[config.mk]
export PLATFORM = sky130hd
export DESIGN_NAME = line_rasterizer_pixel_writer_top
export DESIGN_NICKNAME = d
export VERILOG_FILES = /design/src/sv/lrpw_pkg.sv /design/src/sv/lrpw_front.sv /design/src/sv/lrpw_back.sv /design/src/sv/line_rasterizer_pixel_writer_top.sv
export VERILOG_INCLUDE_DIRS = /design/src /design/src/sv
export SDC_FILE = /design/constraint.sdc
export NUM_CORES = 1
export LEC_CHECK = 0
export BUFFER_PORTS_ARGS = -buffer_cell sky130_fd_sc_hd__buf_2
export CAP_MARGIN = 30
export CORE_MARGIN = 2
export CORE_UTILIZATION = 55
export DETAILED_ROUTE_END_ITERATION = 6
export PLACE_DENSITY = 0.73
export SYNTH_ARGS = -nofsm -noshare
export SYNTH_HDL_FRONTEND = slang
export SYNTH_HIERARCHICAL = 1
export SYNTH_SLANG_ARGS = --single-unit
[constraint.sdc]
create_clock -name clk -period 17.05 [get_ports clk]
set_input_delay 3.41 -clock clk [delete_from_list [all_inputs] [get_ports clk]]
set_output_delay 3.41 -clock clk [all_outputs]
set_load 0.01 [all_outputs]
[src/sv/line_rasterizer_pixel_writer_top_assert.svh]
// -----------------------------------------------------------------------------
// Line rasterizer assertion macros
// Shared concurrent assertion forms, clocked on clk, off during reset.
// -----------------------------------------------------------------------------
`ifndef LINE_RASTERIZER_PIXEL_WRITER_TOP_ASSERT_SVH
`define LINE_RASTERIZER_PIXEL_WRITER_TOP_ASSERT_SVH

// same-cycle implication
`define LRPW_ASSERT_NOW(label, ante, cons, msg) \
	label: assert property (@(posedge clk) disable iff (!arst_n) (ante) |-> (cons)) \
		else $error(msg);

// next-cycle implication
`define LRPW_ASSERT_NEXT(label, ante, cons, msg) \
	label: assert property (@(posedge clk) disable iff (!arst_n) (ante) |=> (cons)) \
		else $error(msg);

`endif

[src/sv/lrpw_pkg.sv]
// -----------------------------------------------------------------------------
// Line rasterizer package
// Shared constants, codes and the configuration register bundle.
// -----------------------------------------------------------------------------
`timescale 1ns / 1ps
`default_nettype none

package lrpw_pkg;

	localparam int COORD_BITS_DEF = 12;
	localparam int CFG_DIM_BITS   = 12;
	localparam int CFG_BPP_BITS   = 3;
	localparam int OFFSET_BITS    = 24;
	localparam int COLOR_BITS     = 32;
	localparam int QUEUE_DEPTH    = 4;
	localparam int CFG_IDX_BITS   = 2;

	// operation codes
	localparam logic OP_START = 1'b0;
	localparam logic OP_STEP  = 1'b1;

	// register indexes
	localparam logic [CFG_IDX_BITS-1:0] CFG_FRAME_WIDTH  = 2'd0;
	localparam logic [CFG_IDX_BITS-1:0] CFG_FRAME_HEIGHT = 2'd1;
	localparam logic [CFG_IDX_BITS-1:0] CFG_BYTES_PER_PX = 2'd2;

	// reset values
	localparam logic [CFG_DIM_BITS-1:0] RST_FRAME_WIDTH  = 12'd320;
	localparam logic [CFG_DIM_BITS-1:0] RST_FRAME_HEIGHT = 12'd240;
	localparam logic [CFG_BPP_BITS-1:0] RST_BYTES_PER_PX = 3'd2;

	typedef struct packed {
		logic [CFG_DIM_BITS-1:0] frame_width;
		logic [CFG_DIM_BITS-1:0] frame_height;
		logic [CFG_BPP_BITS-1:0] bytes_per_pixel;
	} cfg_regs_t;

endpackage

`default_nettype wire

[src/sv/lrpw_front.sv]
// -----------------------------------------------------------------------------
// Line rasterizer front end
// Accepts input words, splits off the operation and queues the commands.
// -----------------------------------------------------------------------------
`timescale 1ns / 1ps
`default_nettype none

module lrpw_front
	import lrpw_pkg::*;
#(
	parameter int COORD_BITS = COORD_BITS_DEF
) (
	input  wire logic                                    clk,
	input  wire logic                                    arst_n,
	input  wire logic                                    s_tvalid,
	output logic                                         s_tready,
	input  wire logic [((4*COORD_BITS+COLOR_BITS+7)/8)*8-1:0] s_tdata,
	input  wire logic                                    s_tuser,
	output logic                                         cmd_valid,
	input  wire logic                                    cmd_ready,
	output logic                                         cmd_op,
	output logic [4*COORD_BITS+COLOR_BITS-1:0]           cmd_data
);

	localparam int PAY_BITS = 4*COORD_BITS + COLOR_BITS;
	localparam int IW       = $clog2(QUEUE_DEPTH);
	localparam logic [IW:0] FULL_CNT = (IW+1)'(QUEUE_DEPTH);

	logic [PAY_BITS:0] mem_q [QUEUE_DEPTH];
	logic [IW-1:0]     head_q, tail_q;
	logic [IW:0]       count_q;
	logic              push, pop;

	assign s_tready  = (count_q != FULL_CNT);
	assign cmd_valid = (count_q != '0);
	assign push      = s_tvalid && s_tready;
	assign pop       = cmd_valid && cmd_ready;

	assign cmd_op   = mem_q[head_q][PAY_BITS];
	assign cmd_data = mem_q[head_q][PAY_BITS-1:0];

	always_ff @(posedge clk or negedge arst_n) begin
		if (!arst_n) begin
			head_q  <= '0;
			tail_q  <= '0;
			count_q <= '0;
		end else begin
			if (push) begin
				tail_q <= tail_q + IW'(1);
			end
			if (pop) begin
				head_q <= head_q + IW'(1);
			end
			if (push && !pop) begin
				count_q <= count_q + (IW+1)'(1);
			end else if (pop && !push) begin
				count_q <= count_q - (IW+1)'(1);
			end
		end
	end

	// queue storage, operation bit and payload
	always_ff @(posedge clk) begin
		if (push) begin
			mem_q[tail_q] <= {s_tuser, s_tdata[PAY_BITS-1:0]};
		end
	end

endmodule

`default_nettype wire

[src/sv/lrpw_back.sv]
// -----------------------------------------------------------------------------
// Line rasterizer back end
// Bresenham stepper followed by a stalling byte-offset pipeline.
// -----------------------------------------------------------------------------
`timescale 1ns / 1ps
`default_nettype none
`include "line_rasterizer_pixel_writer_top_assert.svh"

module lrpw_back
	import lrpw_pkg::*;
#(
	parameter int COORD_BITS = COORD_BITS_DEF
) (
	input  wire logic                                      clk,
	input  wire logic                                      arst_n,
	input  wire cfg_regs_t                                 cfg,
	input  wire logic                                      cmd_valid,
	output logic                                           cmd_ready,
	input  wire logic                                      cmd_op,
	input  wire logic [4*COORD_BITS+COLOR_BITS-1:0]        cmd_data,
	output logic                                           m_tvalid,
	input  wire logic                                      m_tready,
	output logic [((2*COORD_BITS+OFFSET_BITS+COLOR_BITS+8)/8)*8-1:0] m_tdata,
	output logic                                           m_tlast
);

	localparam int CB       = COORD_BITS;
	localparam int OUT_BITS = 2*CB + 1 + OFFSET_BITS + COLOR_BITS;
	localparam int OUT_W    = ((OUT_BITS+7)/8)*8;
	localparam int CW       = (CB > CFG_DIM_BITS) ? CB : CFG_DIM_BITS;
	localparam int PW       = CB + CFG_DIM_BITS;
	localparam int EW       = (PW > OFFSET_BITS) ? PW : OFFSET_BITS;
	localparam int SW       = OFFSET_BITS + CFG_BPP_BITS;

	// line state
	logic [CB-1:0]          cur_x_q, cur_y_q, tgt_x_q, tgt_y_q;
	logic signed [CB:0]     dx_q, dyn_q;
	logic signed [CB+1:0]   err_q;
	logic                   sxn_q, syn_q;
	logic [COLOR_BITS-1:0]  color_q;
	logic                   active_q;

	// pipeline
	logic                   v_s1, v_s2, v_s3, v_s4;
	logic [CB-1:0]          px_s1, px_s2, px_s3, px_s4;
	logic [CB-1:0]          py_s1, py_s2, py_s3, py_s4;
	logic                   in_s1, in_s2, in_s3, in_s4;
	logic                   last_s1, last_s2, last_s3, last_s4;
	logic [COLOR_BITS-1:0]  col_s1, col_s2, col_s3, col_s4;
	logic [OFFSET_BITS-1:0] prod_s2, sum_s3, off_s4;

	logic advance, take;

	// command decode
	logic [CB-1:0]        x1, y1, x2, y2;
	logic signed [CB:0]   ddx, ddy, adx, ady;

	// step logic
	logic                 pix_in, pix_last;
	logic signed [CB+2:0] e2;
	logic                 mv_x, mv_y;
	logic signed [CB+1:0] add_x, add_y;

	// offset arithmetic
	logic [PW-1:0] prod_full;
	logic [EW-1:0] prod_ext;
	logic [SW-1:0] scaled;

	assign advance   = !(v_s4 && !m_tready);
	assign take      = cmd_valid && advance;
	assign cmd_ready = advance;

	assign x1 = cmd_data[0*CB +: CB];
	assign y1 = cmd_data[1*CB +: CB];
	assign x2 = cmd_data[2*CB +: CB];
	assign y2 = cmd_data[3*CB +: CB];

	assign ddx = $signed({x2[CB-1], x2}) - $signed({x1[CB-1], x1});
	assign ddy = $signed({y2[CB-1], y2}) - $signed({y1[CB-1], y1});
	assign adx = ddx[CB] ? -ddx : ddx;
	assign ady = ddy[CB] ? -ddy : ddy;

	assign pix_in = !cur_x_q[CB-1] && !cur_y_q[CB-1]
		&& (CW'(cur_x_q) < CW'(cfg.frame_width))
		&& (CW'(cur_y_q) < CW'(cfg.frame_height));
	assign pix_last = (cur_x_q == tgt_x_q) && (cur_y_q == tgt_y_q);

	assign e2    = {err_q, 1'b0};
	assign mv_x  = e2 >= (CB+3)'(dyn_q);
	assign mv_y  = e2 <= (CB+3)'(dx_q);
	assign add_x = mv_x ? (CB+2)'(dyn_q) : '0;
	assign add_y = mv_y ? (CB+2)'(dx_q) : '0;

	assign prod_full = PW'(py_s1) * PW'(cfg.frame_width);
	assign prod_ext  = EW'(prod_full);
	assign scaled    = SW'(sum_s3) * SW'(cfg.bytes_per_pixel);

	// line state: start loads, an active step advances
	always_ff @(posedge clk or negedge arst_n) begin
		if (!arst_n) begin
			active_q <= 1'b0;
		end else if (take) begin
			if (cmd_op == OP_START) begin
				active_q <= 1'b1;
			end else if (active_q && pix_last) begin
				active_q <= 1'b0;
			end
		end
	end

	always_ff @(posedge clk) begin
		if (take) begin
			if (cmd_op == OP_START) begin
				cur_x_q <= x1;
				cur_y_q <= y1;
				tgt_x_q <= x2;
				tgt_y_q <= y2;
				dx_q    <= adx;
				dyn_q   <= -ady;
				sxn_q   <= (ddx <= 0);
				syn_q   <= (ddy <= 0);
				err_q   <= (CB+2)'(adx) - (CB+2)'(ady);
				color_q <= cmd_data[4*CB +: COLOR_BITS];
			end else if (active_q && !pix_last) begin
				err_q <= err_q + add_x + add_y;
				if (mv_x) begin
					cur_x_q <= sxn_q ? cur_x_q - CB'(1) : cur_x_q + CB'(1);
				end
				if (mv_y) begin
					cur_y_q <= syn_q ? cur_y_q - CB'(1) : cur_y_q + CB'(1);
				end
			end
		end
	end

	// valid chain, frozen as a whole on output stall
	always_ff @(posedge clk or negedge arst_n) begin
		if (!arst_n) begin
			v_s1 <= 1'b0;
			v_s2 <= 1'b0;
			v_s3 <= 1'b0;
			v_s4 <= 1'b0;
		end else if (advance) begin
			v_s1 <= take && (cmd_op == OP_STEP) && active_q;
			v_s2 <= v_s1;
			v_s3 <= v_s2;
			v_s4 <= v_s3;
		end
	end

	always_ff @(posedge clk) begin
		if (advance) begin
			px_s1   <= cur_x_q;
			py_s1   <= cur_y_q;
			in_s1   <= pix_in;
			last_s1 <= pix_last;
			col_s1  <= color_q;

			px_s2   <= px_s1;
			py_s2   <= py_s1;
			in_s2   <= in_s1;
			last_s2 <= last_s1;
			col_s2  <= col_s1;
			prod_s2 <= prod_ext[OFFSET_BITS-1:0];

			px_s3   <= px_s2;
			py_s3   <= py_s2;
			in_s3   <= in_s2;
			last_s3 <= last_s2;
			col_s3  <= col_s2;
			sum_s3  <= prod_s2 + OFFSET_BITS'(px_s2);

			px_s4   <= px_s3;
			py_s4   <= py_s3;
			in_s4   <= in_s3;
			last_s4 <= last_s3;
			col_s4  <= col_s3;
			off_s4  <= in_s3 ? scaled[OFFSET_BITS-1:0] : '0;
		end
	end

	assign m_tvalid = v_s4;
	assign m_tlast  = last_s4;
	assign m_tdata  = OUT_W'({col_s4, off_s4, in_s4, py_s4, px_s4});

	`LRPW_ASSERT_NEXT(a_start_arms, take && cmd_op == OP_START, active_q && !v_s1,
		"start did not arm the line")
	`LRPW_ASSERT_NEXT(a_idle_step_silent, take && cmd_op == OP_STEP && !active_q, !v_s1,
		"step without a line produced a pixel")
	`LRPW_ASSERT_NEXT(a_last_ends_line, take && cmd_op == OP_STEP && active_q && pix_last,
		!active_q && v_s1 && last_s1, "end pixel did not close the line")
	`LRPW_ASSERT_NEXT(a_stall_freezes, m_tvalid && !m_tready,
		$stable(v_s1) && $stable(v_s2) && $stable(v_s3) && $stable(active_q),
		"pipeline moved during output stall")

endmodule

`default_nettype wire

[src/sv/line_rasterizer_pixel_writer_top.sv]
// -----------------------------------------------------------------------------
// Line rasterizer pixel writer, top level
// Bresenham line engine emitting clipped pixels with framebuffer byte offsets.
// -----------------------------------------------------------------------------
//
// Channel  Dir  Word contents (lowest bit first)
// -------  ---  ---------------------------------------------------------------
// s_*      in   tdata: start_x, start_y, end_x, end_y, line_color; tuser: op
// m_*      out  tdata: pixel_x, pixel_y, in_bounds, byte_offset, pixel_color;
//               tlast: end point of the line
// cfg_*    in   cfg_index: register (width, height, bytes/pixel); cfg_data
//
// Sustained rate is one word per cycle while m_tready is high: the back end
// takes one queued command a cycle; the offset path (multiply, add, scale) is
// four register stages deep. A step word passes the queue, then s1 to s4.
// A four-entry command queue sits between input and engine; a pixel waiting
// on m_tready low freezes the whole back end while the queue keeps filling.
// Reset empties the queue and pipeline, drops any active line and loads the
// registers with 320 x 240, two bytes per pixel. Configuration is always ready.
// -----------------------------------------------------------------------------
`timescale 1ns / 1ps
`default_nettype none

module line_rasterizer_pixel_writer_top
	import lrpw_pkg::*;
#(
	parameter int COORD_BITS = COORD_BITS_DEF
) (
	input  wire logic clk,
	input  wire logic arst_n,
	// input stream
	input  wire logic s_tvalid,
	output logic      s_tready,
	// start_x, start_y, end_x, end_y, line_color, zero fill
	input  wire logic [((4*COORD_BITS+COLOR_BITS+7)/8)*8-1:0] s_tdata,
	// operation
	input  wire logic s_tuser,
	// pixel stream
	output logic      m_tvalid,
	input  wire logic m_tready,
	// pixel_x, pixel_y, in_bounds, byte_offset, pixel_color, zero fill
	output logic [((2*COORD_BITS+OFFSET_BITS+COLOR_BITS+8)/8)*8-1:0] m_tdata,
	// last
	output logic      m_tlast,
	// configuration writes
	input  wire logic                    cfg_valid,
	output logic                         cfg_ready,
	input  wire logic [CFG_IDX_BITS-1:0] cfg_index,
	input  wire logic [CFG_DIM_BITS-1:0] cfg_data
);

	localparam int PAY_BITS = 4*COORD_BITS + COLOR_BITS;

	cfg_regs_t             cfg_q;
	logic                  cmd_valid, cmd_ready, cmd_op;
	logic [PAY_BITS-1:0]   cmd_data;

	assign cfg_ready = 1'b1;

	// register file; unknown indexes are dropped
	always_ff @(posedge clk or negedge arst_n) begin
		if (!arst_n) begin
			cfg_q.frame_width     <= RST_FRAME_WIDTH;
			cfg_q.frame_height    <= RST_FRAME_HEIGHT;
			cfg_q.bytes_per_pixel <= RST_BYTES_PER_PX;
		end else if (cfg_valid && cfg_ready) begin
			unique case (cfg_index)
				CFG_FRAME_WIDTH: begin
					cfg_q.frame_width <= cfg_data;
				end
				CFG_FRAME_HEIGHT: begin
					cfg_q.frame_height <= cfg_data;
				end
				CFG_BYTES_PER_PX: begin
					cfg_q.bytes_per_pixel <= cfg_data[CFG_BPP_BITS-1:0];
				end
				default: begin
				end
			endcase
		end
	end

	// front: accept and queue commands
	lrpw_front #(
		.COORD_BITS(COORD_BITS)
	) u_front (
		.clk      (clk),
		.arst_n   (arst_n),
		.s_tvalid (s_tvalid),
		.s_tready (s_tready),
		.s_tdata  (s_tdata),
		.s_tuser  (s_tuser),
		.cmd_valid(cmd_valid),
		.cmd_ready(cmd_ready),
		.cmd_op   (cmd_op),
		.cmd_data (cmd_data)
	);

	// back: line stepping and pixel addressing
	lrpw_back #(
		.COORD_BITS(COORD_BITS)
	) u_back (
		.clk      (clk),
		.arst_n   (arst_n),
		.cfg      (cfg_q),
		.cmd_valid(cmd_valid),
		.cmd_ready(cmd_ready),
		.cmd_op   (cmd_op),
		.cmd_data (cmd_data),
		.m_tvalid (m_tvalid),
		.m_tready (m_tready),
		.m_tdata  (m_tdata),
		.m_tlast  (m_tlast)
	);

endmodule

`default_nettype wire
Yosys cells after proc, flatten, opt, wreduce, memory -nomap -nowiden

Memory sizes are Yosys's and may differ from the RTL's.
Cells that the tools add are included.

Register bits: 465
Bits in writable memories: 324
Word-level logic and storage cells: 131
Output and inout bits: 92
Memories kept: 1

Equal/unequal tests: 9
Add/sub/neg operators: 17
Order comparisons: 6
Bitwise logic cells: 1
Mux-type cells: 20
Reduce and logical (&&, ||, !) cells: 31
Multiply operators: 2

Memories:

| name          | words | bits a word | rd ports | clocked after memory_dff | wr ports | RTL line         | RTL |
|---|---|---|---|---|---|---|---|
| u_front.mem_q | 4     | 81          | 1        | 0                        | 1        | lrpw_front.sv:29 | `logic [PAY_BITS:0] mem_q [QUEUE_DEPTH];` |

Operator list:

| kind                                                            | number |
|---|---|
| two-way mux 12 bit                                              | 8 |
| two-way mux 14 bit                                              | 4 |
| negator 13 bit                                                  | 3 |
| adder 14 bit                                                    | 2 |
| less-or-equal comparator 13 x 1 -> 1 bit, second input constant | 2 |
| two-way mux 13 bit                                              | 2 |
| subtractor 12 x 12 -> 13 bit                                    | 2 |
| adder 12 x 1 -> 12 bit, second input constant                   | 2 |
| adder 24 x 12 -> 24 bit                                         | 1 |
| == test 12 bit                                                  | 2 |
| less-than comparator 12 bit                                     | 2 |
| multiplier 12 x 12 -> 24 bit                                    | 1 |
| multiplier 24 x 3 -> 24 bit                                     | 1 |
| subtractor 12 x 1 -> 12 bit, second input constant              | 2 |
| >= comparator 15 x 13 -> 1 bit                                  | 1 |
| less-or-equal comparator 15 x 13 -> 1 bit                       | 1 |
| subtractor 13 x 13 -> 14 bit                                    | 1 |
| logical AND 1 bit                                               | 13 |
| AND reduction 2 bit                                             | 6 |
| inequality test 2 bit, second input constant                    | 4 |
| zero test 1 bit                                                 | 7 |
| two-way mux 3 bit                                               | 2 |
| AND reduction 3 bit                                             | 2 |
| adder 2 x 1 -> 2 bit, second input constant                     | 2 |
| other kinds (10)                                                | 13 |

Longest topological paths before layout

Word-level depth: 7
Depth in mapped cells: 29
Mapped depth without buffers: 26

Cells and area by module

Netlist, hierarchy kept.

Modules (own cells, without submodules):

| module                           | instances | cells each | area each (µm²) | sequential area each (µm²) |
|---|---|---|---|---|
| lrpw_back                        | 1         | 2225       | 26310.2         | 12917.4 |
| lrpw_front                       | 1         | 458        | 12102.9         | 9904.5 |
| line_rasterizer_pixel_writer_top | 1         | 61         | 1068.5          | 684.4 |

Worst setup path before layout

No wires, ideal clock.

Kind: input -> register
Start point: input port m_tready
End point: register u_back.color_q[0] (enable)
Path buffers: 1
Stages on the path: 4
Arrival: 15.340 ns
Data required time: 16.616 ns
Slack: 1.276 ns
Cell sequence: nand2b_1 -> clkbuf_1 -> nand3_1 -> inv_1

Word-level cells in the longest chain between the ends: 5

Ends and longest elaborated chain:

| item                                 | RTL line                               | RTL |
|---|---|---|
| from (decl)                          | line_rasterizer_pixel_writer_top.sv:40 | `input wire logic m_tready,` |
| zero test 1 bit                      | lrpw_back.sv:69                        | `assign advance = !(v_s4 && !m_tready);` |
| logical AND 1 bit                    | lrpw_back.sv:69                        |  |
| zero test 1 bit                      | lrpw_back.sv:69                        |  |
| net cmd_ready                        | line_rasterizer_pixel_writer_top.sv:55 | `logic cmd_valid, cmd_ready, cmd_op;` |
| logical AND 1 bit                    | lrpw_back.sv:70                        | `assign take = cmd_valid && advance;` |
| AND reduction 2 bit (no source line) | --                                     |  |
| to (signal assigned)                 | lrpw_back.sv:123                       | `color_q <= cmd_data[4*CB +: COLOR_BITS];` |
| to (decl)                            | lrpw_back.sv:40                        | `logic [COLOR_BITS-1:0] color_q;` |

The timed path passes the listed nets, and every way through them passes these cells.
A chain may end at the register's enable or synchronous reset.

Worst setup path after layout

Start point: register u_front.head_q[0]
End point: register u_back.err_q[13], data pin

Word-level cells in the longest chain between the ends: 6
Elaborated cells between the ends (all ways): 9

Ends and longest elaborated chain:

| item                             | RTL line                               | RTL |
|---|---|---|
| from (decl)                      | lrpw_front.sv:30                       | `logic [IW-1:0] head_q, tail_q;` |
| from (signal assigned)           | lrpw_front.sv:52                       | `head_q <= head_q + IW'(1);` |
| memory (4 x 81 bit) (*)          | --                                     |  |
| net cmd_data[25]                 | line_rasterizer_pixel_writer_top.sv:56 | `logic [PAY_BITS-1:0] cmd_data;` |
| subtractor 12 x 12 -> 13 bit (*) | lrpw_back.sv:78                        | `assign ddx = $signed({x2[CB-1], x2}) - $signed({x1[CB-1], x1});` |
| negator 13 bit                   | lrpw_back.sv:80                        | `assign adx = ddx[CB] ? -ddx : ddx;` |
| two-way mux 13 bit (*)           | lrpw_back.sv:80                        |  |
| net u_back.adx[1]                | lrpw_back.sv:56                        | `logic signed [CB:0] ddx, ddy, adx, ady;` |
| subtractor 13 x 13 -> 14 bit (*) | lrpw_back.sv:122                       | `err_q <= (CB+2)'(adx) - (CB+2)'(ady);` |
| two-way mux 14 bit (*)           | lrpw_back.sv:113                       | `if (cmd_op == OP_START) begin` |
| to (signal assigned)             | lrpw_back.sv:122                       |  |
| to (signal assigned)             | lrpw_back.sv:125                       | `err_q <= err_q + add_x + add_y;` |
| to (decl)                        | lrpw_back.sv:38                        | `logic signed [CB+1:0] err_q;` |

The timed path passes the listed nets; every way through them passes the cells marked *.

==> insert_results.sql <==
INSERT INTO impl_metrics (metric_group, metric, value, unit) VALUES
('outcome', 'outcome', 'finished, final reports clean', ''),
('sta', 'timing.fmax', '132', 'MHz'),
('floorplan', 'die_w', '272', 'um'),
('layout', 'seqCellArea', '23500', 'um^2'),
('setup_path', 'crit_required', '17420', 'ps'),
('layout', 'finish.cell_count_without_fillers', '3976', ''),
('sta', 'relSlewSlack', '0.312', ''),
('sta', 'finalSetupViolCount', '0', ''),
('route', 'drt-pass1-iter-count', '7', ''),
('sta', 'final-hold-violation-count', '0', ''),
('cts', 'path_clk_slew', '60', 'ps'),
('route', 'num_vias', '21900', ''),
('synth', 'netlist_top_cells_area', 'edfxtp_1, fa_1, ha_1', ''),
('setup_path', 'path_max_fanout', '43', ''),
('global_routing', 'number_of_antenna_violations_at_the_first_check_in_global_routing', '11', ''),
('sta', 'worst_slew_pin_slew', '1030', 'ps'),
('setup_path', 'critical_path.max_stage_delay', '1000', 'ps'),
('global_routing', 'global_route_wire_length_before_repair', '121000', 'um'),
('layout', 'final_design_area_no_fill', '44100', 'um^2'),
('setup_path', 'r2r_setup_slack', '9450', 'ps'),
('setup_path', 'setup.worst_path.end_class', 'flop', ''),
('setup_path', 'worstRegToRegCells', '23', ''),
('sta', 'fin_skew', '37.3', 'ps'),
('setup_path', 'reg2reg_to', 'u_back/err_q[13]$_DFFE_PP_', ''),
('synth', 'synthesis.yosys.warnings', '6', ''),
('layout', 'flow.area_growth_from_synthesis', '11.7', '%'),
('setup_path', 'critical_path_arrival', '7970', 'ps'),
('cts', 'cts_hold_buffers', '0', ''),
('flow_run', 'cap_violations', '0', ''),
('synth', 'synth_top_cell_area_share', '0.570', ''),
('global_routing', 'vias_in_the_first_global_route', '23300', ''),
('setup_path', 'rr_startpoint', 'u_front/head_q[0]$_DFFE_PN0P_', ''),
('layout', 'drive_gt1_frac', '0.154', ''),
('global_routing', 'global_route.overflow_total', '0', ''),
('route', 'route.detailed.wl_per_inst', '19.2', 'um'),
('setup_path', 'timing.critical_path.depth', '23', ''),
('synth', 'synth_edf_count', '750', ''),
('synth', 'synth_seq_cells', '789', ''),
('setup_path', 'cp_top_family', 'compound AO/OA/AOI/OAI gates', ''),
('placement', 'dpl.hpwl', '53300', 'um'),
('global_routing', 'grt_use_total', '0.208', ''),
('placement', 'place.port_buffers', '183', ''),
('sta', 'whs', '406', 'ps'),
('global_routing', 'grt_max_degree', '85', ''),
('placement', 'placed_cells', '3822', ''),
('route', 'detail_route.iter0.violations', '1414', ''),
('route', 'drc', '0', ''),
('sta', 'sum_of_negative_setup_slack', '0', 'ps'),
('setup_path', 'setup.worst_path.start', 'u_front/head_q[0]$_DFFE_PN0P_', ''),
('placement', 'placed_cell_area', '41400', 'um^2'),
('synth', 'synthArstFlopShare', '0.0494', ''),
('synth', 'most_frequently_used_cell_type_in_the_post_synthesis_netlist', 'edfxtp_1', ''),
('layout', 'finish.net_count', '3424', ''),
('route', 'drt-vias-per-instance', '5.52', ''),
('worst_hold_path', 'worstHoldPathType', 'reg2reg', ''),
('floorplan', 'floorplan.initialDensity', '0.554', ''),
('synth', 'synth.top_cells.by_count', 'edfxtp_1, inv_1, nand2_1', ''),
('floorplan', 'num_rows', '98', ''),
('synth', 'synth_area_per_cell', '14.4', 'um^2'),
('setup_path', 'crit_path_start_kind', 'flop', ''),
('sta', 'min_period', '7600', 'ps'),
('cts', 'tritoncts_clock_tree', 'yes', ''),
('setup_path', 'critPathBufInv', '1', ''),
('placement', 'place.gp.congestion', '0.918', ''),
('synth', 'most_used_flip_flop_cell_after_synthesis', 'edfxtp_1', ''),
('floorplan', 'ios', '192', ''),
('synth', 'yosysTopAreaCell', 'edfxtp_1', ''),
('cts', 'clk-insertion-delay-late', '650', 'ps'),
('cts', 'numCtsBuffers', '80', ''),
('sta', 'timing_max_transition_violations_final', '0', ''),
('cts', 'cts-htree-levels', '3', '');
## through the flow
step	worst slack [ps]	util
finish	9450	0.619
global route	8790	0.619
CTS	9430	0.617
detailed placement	9510	0.581
global placement	9660	0.580
floorplan	1280	-
## per-layer routing
layer  vias up  part of all wire  wire length (um)  GRT usage
met5         -           0.00062                47          0
met4         8             0.028              2130     0.0719
met3       162             0.052              3930     0.0357
met2       552              0.52             39600      0.373
met1     11000              0.40             30600      0.254
li1      10300                 -                 -          -
## layout by cell type (no fill, tap or decap), types with 80 or more instances in the layout
cell type,count
a21oi_1,80
nand2_1,229
buf_2,183
ha_1,223
mux4_2,81
clkbuf_16,81
fa_1,143
and2_1,83
o21ai_0,80
edfxtp_1,750
inv_1,311
xnor2_1,112
nor2_1,90
## cell type report
cell class,count,area share
diodes,7,0.000397
clock inverters,47,0.0110
repair buffers,204,0.0269
inverters,314,0.0268
multi-input cells,1569,0.327
well taps,950,0.0270
flip-flops and latches,789,0.533
clock buffers,96,0.0479
## state kept, by name, summed over array words and instances, names as in the netlist, 13 cells and up
signal and flops:
u_back/color_q 32, u_back/err_q 14, u_back/dyn_q 13, u_back/sum_s3 24, u_back/prod_s2 24, u_back/col_s3 32
u_back/col_s2 32, u_back/dx_q 13, u_front/mem_q 324, cfg_q 27, u_back/col_s1 32, u_back/off_s4 24
u_back/col_s4 32
## worst min-delay path by stage
stage	to	slack, ps	cells past startpoint	start
floorplan	u_back/col_s1[0]$_DFFE_PN_	400	0	u_back/color_q[0]$_DFFE_PP_
global placement	u_back/col_s4[25]$_DFFE_PN_	400	0	u_back/col_s3[25]$_DFFE_PN_
detailed placement	u_back/col_s1[10]$_DFFE_PN_	400	0	u_back/color_q[10]$_DFFE_PP_
CTS	u_back/px_s4[1]$_DFFE_PN_	400	0	u_back/px_s3[1]$_DFFE_PN_
global route	u_back/px_s4[1]$_DFFE_PN_	410	0	u_back/px_s3[1]$_DFFE_PN_
finish	u_back/px_s4[1]$_DFFE_PN_	410	0	u_back/px_s3[1]$_DFFE_PN_
## kinds of logic after synthesis
logic type,after synthesis,share of synthesized area
adders and majority gates,366,0.143
and+or+nand+nor,587,0.0732
buffers and inverters,392,0.0405
other,2,0.000190
AOI/OAI and AO/OA,316,0.0514
muxes,121,0.0575
xor gates and xnor gates,171,0.0387
DFF,789,0.595
Power is not shown: default switching activity piles up to over one toggle a cycle in this logic, so the estimate is an artifact.
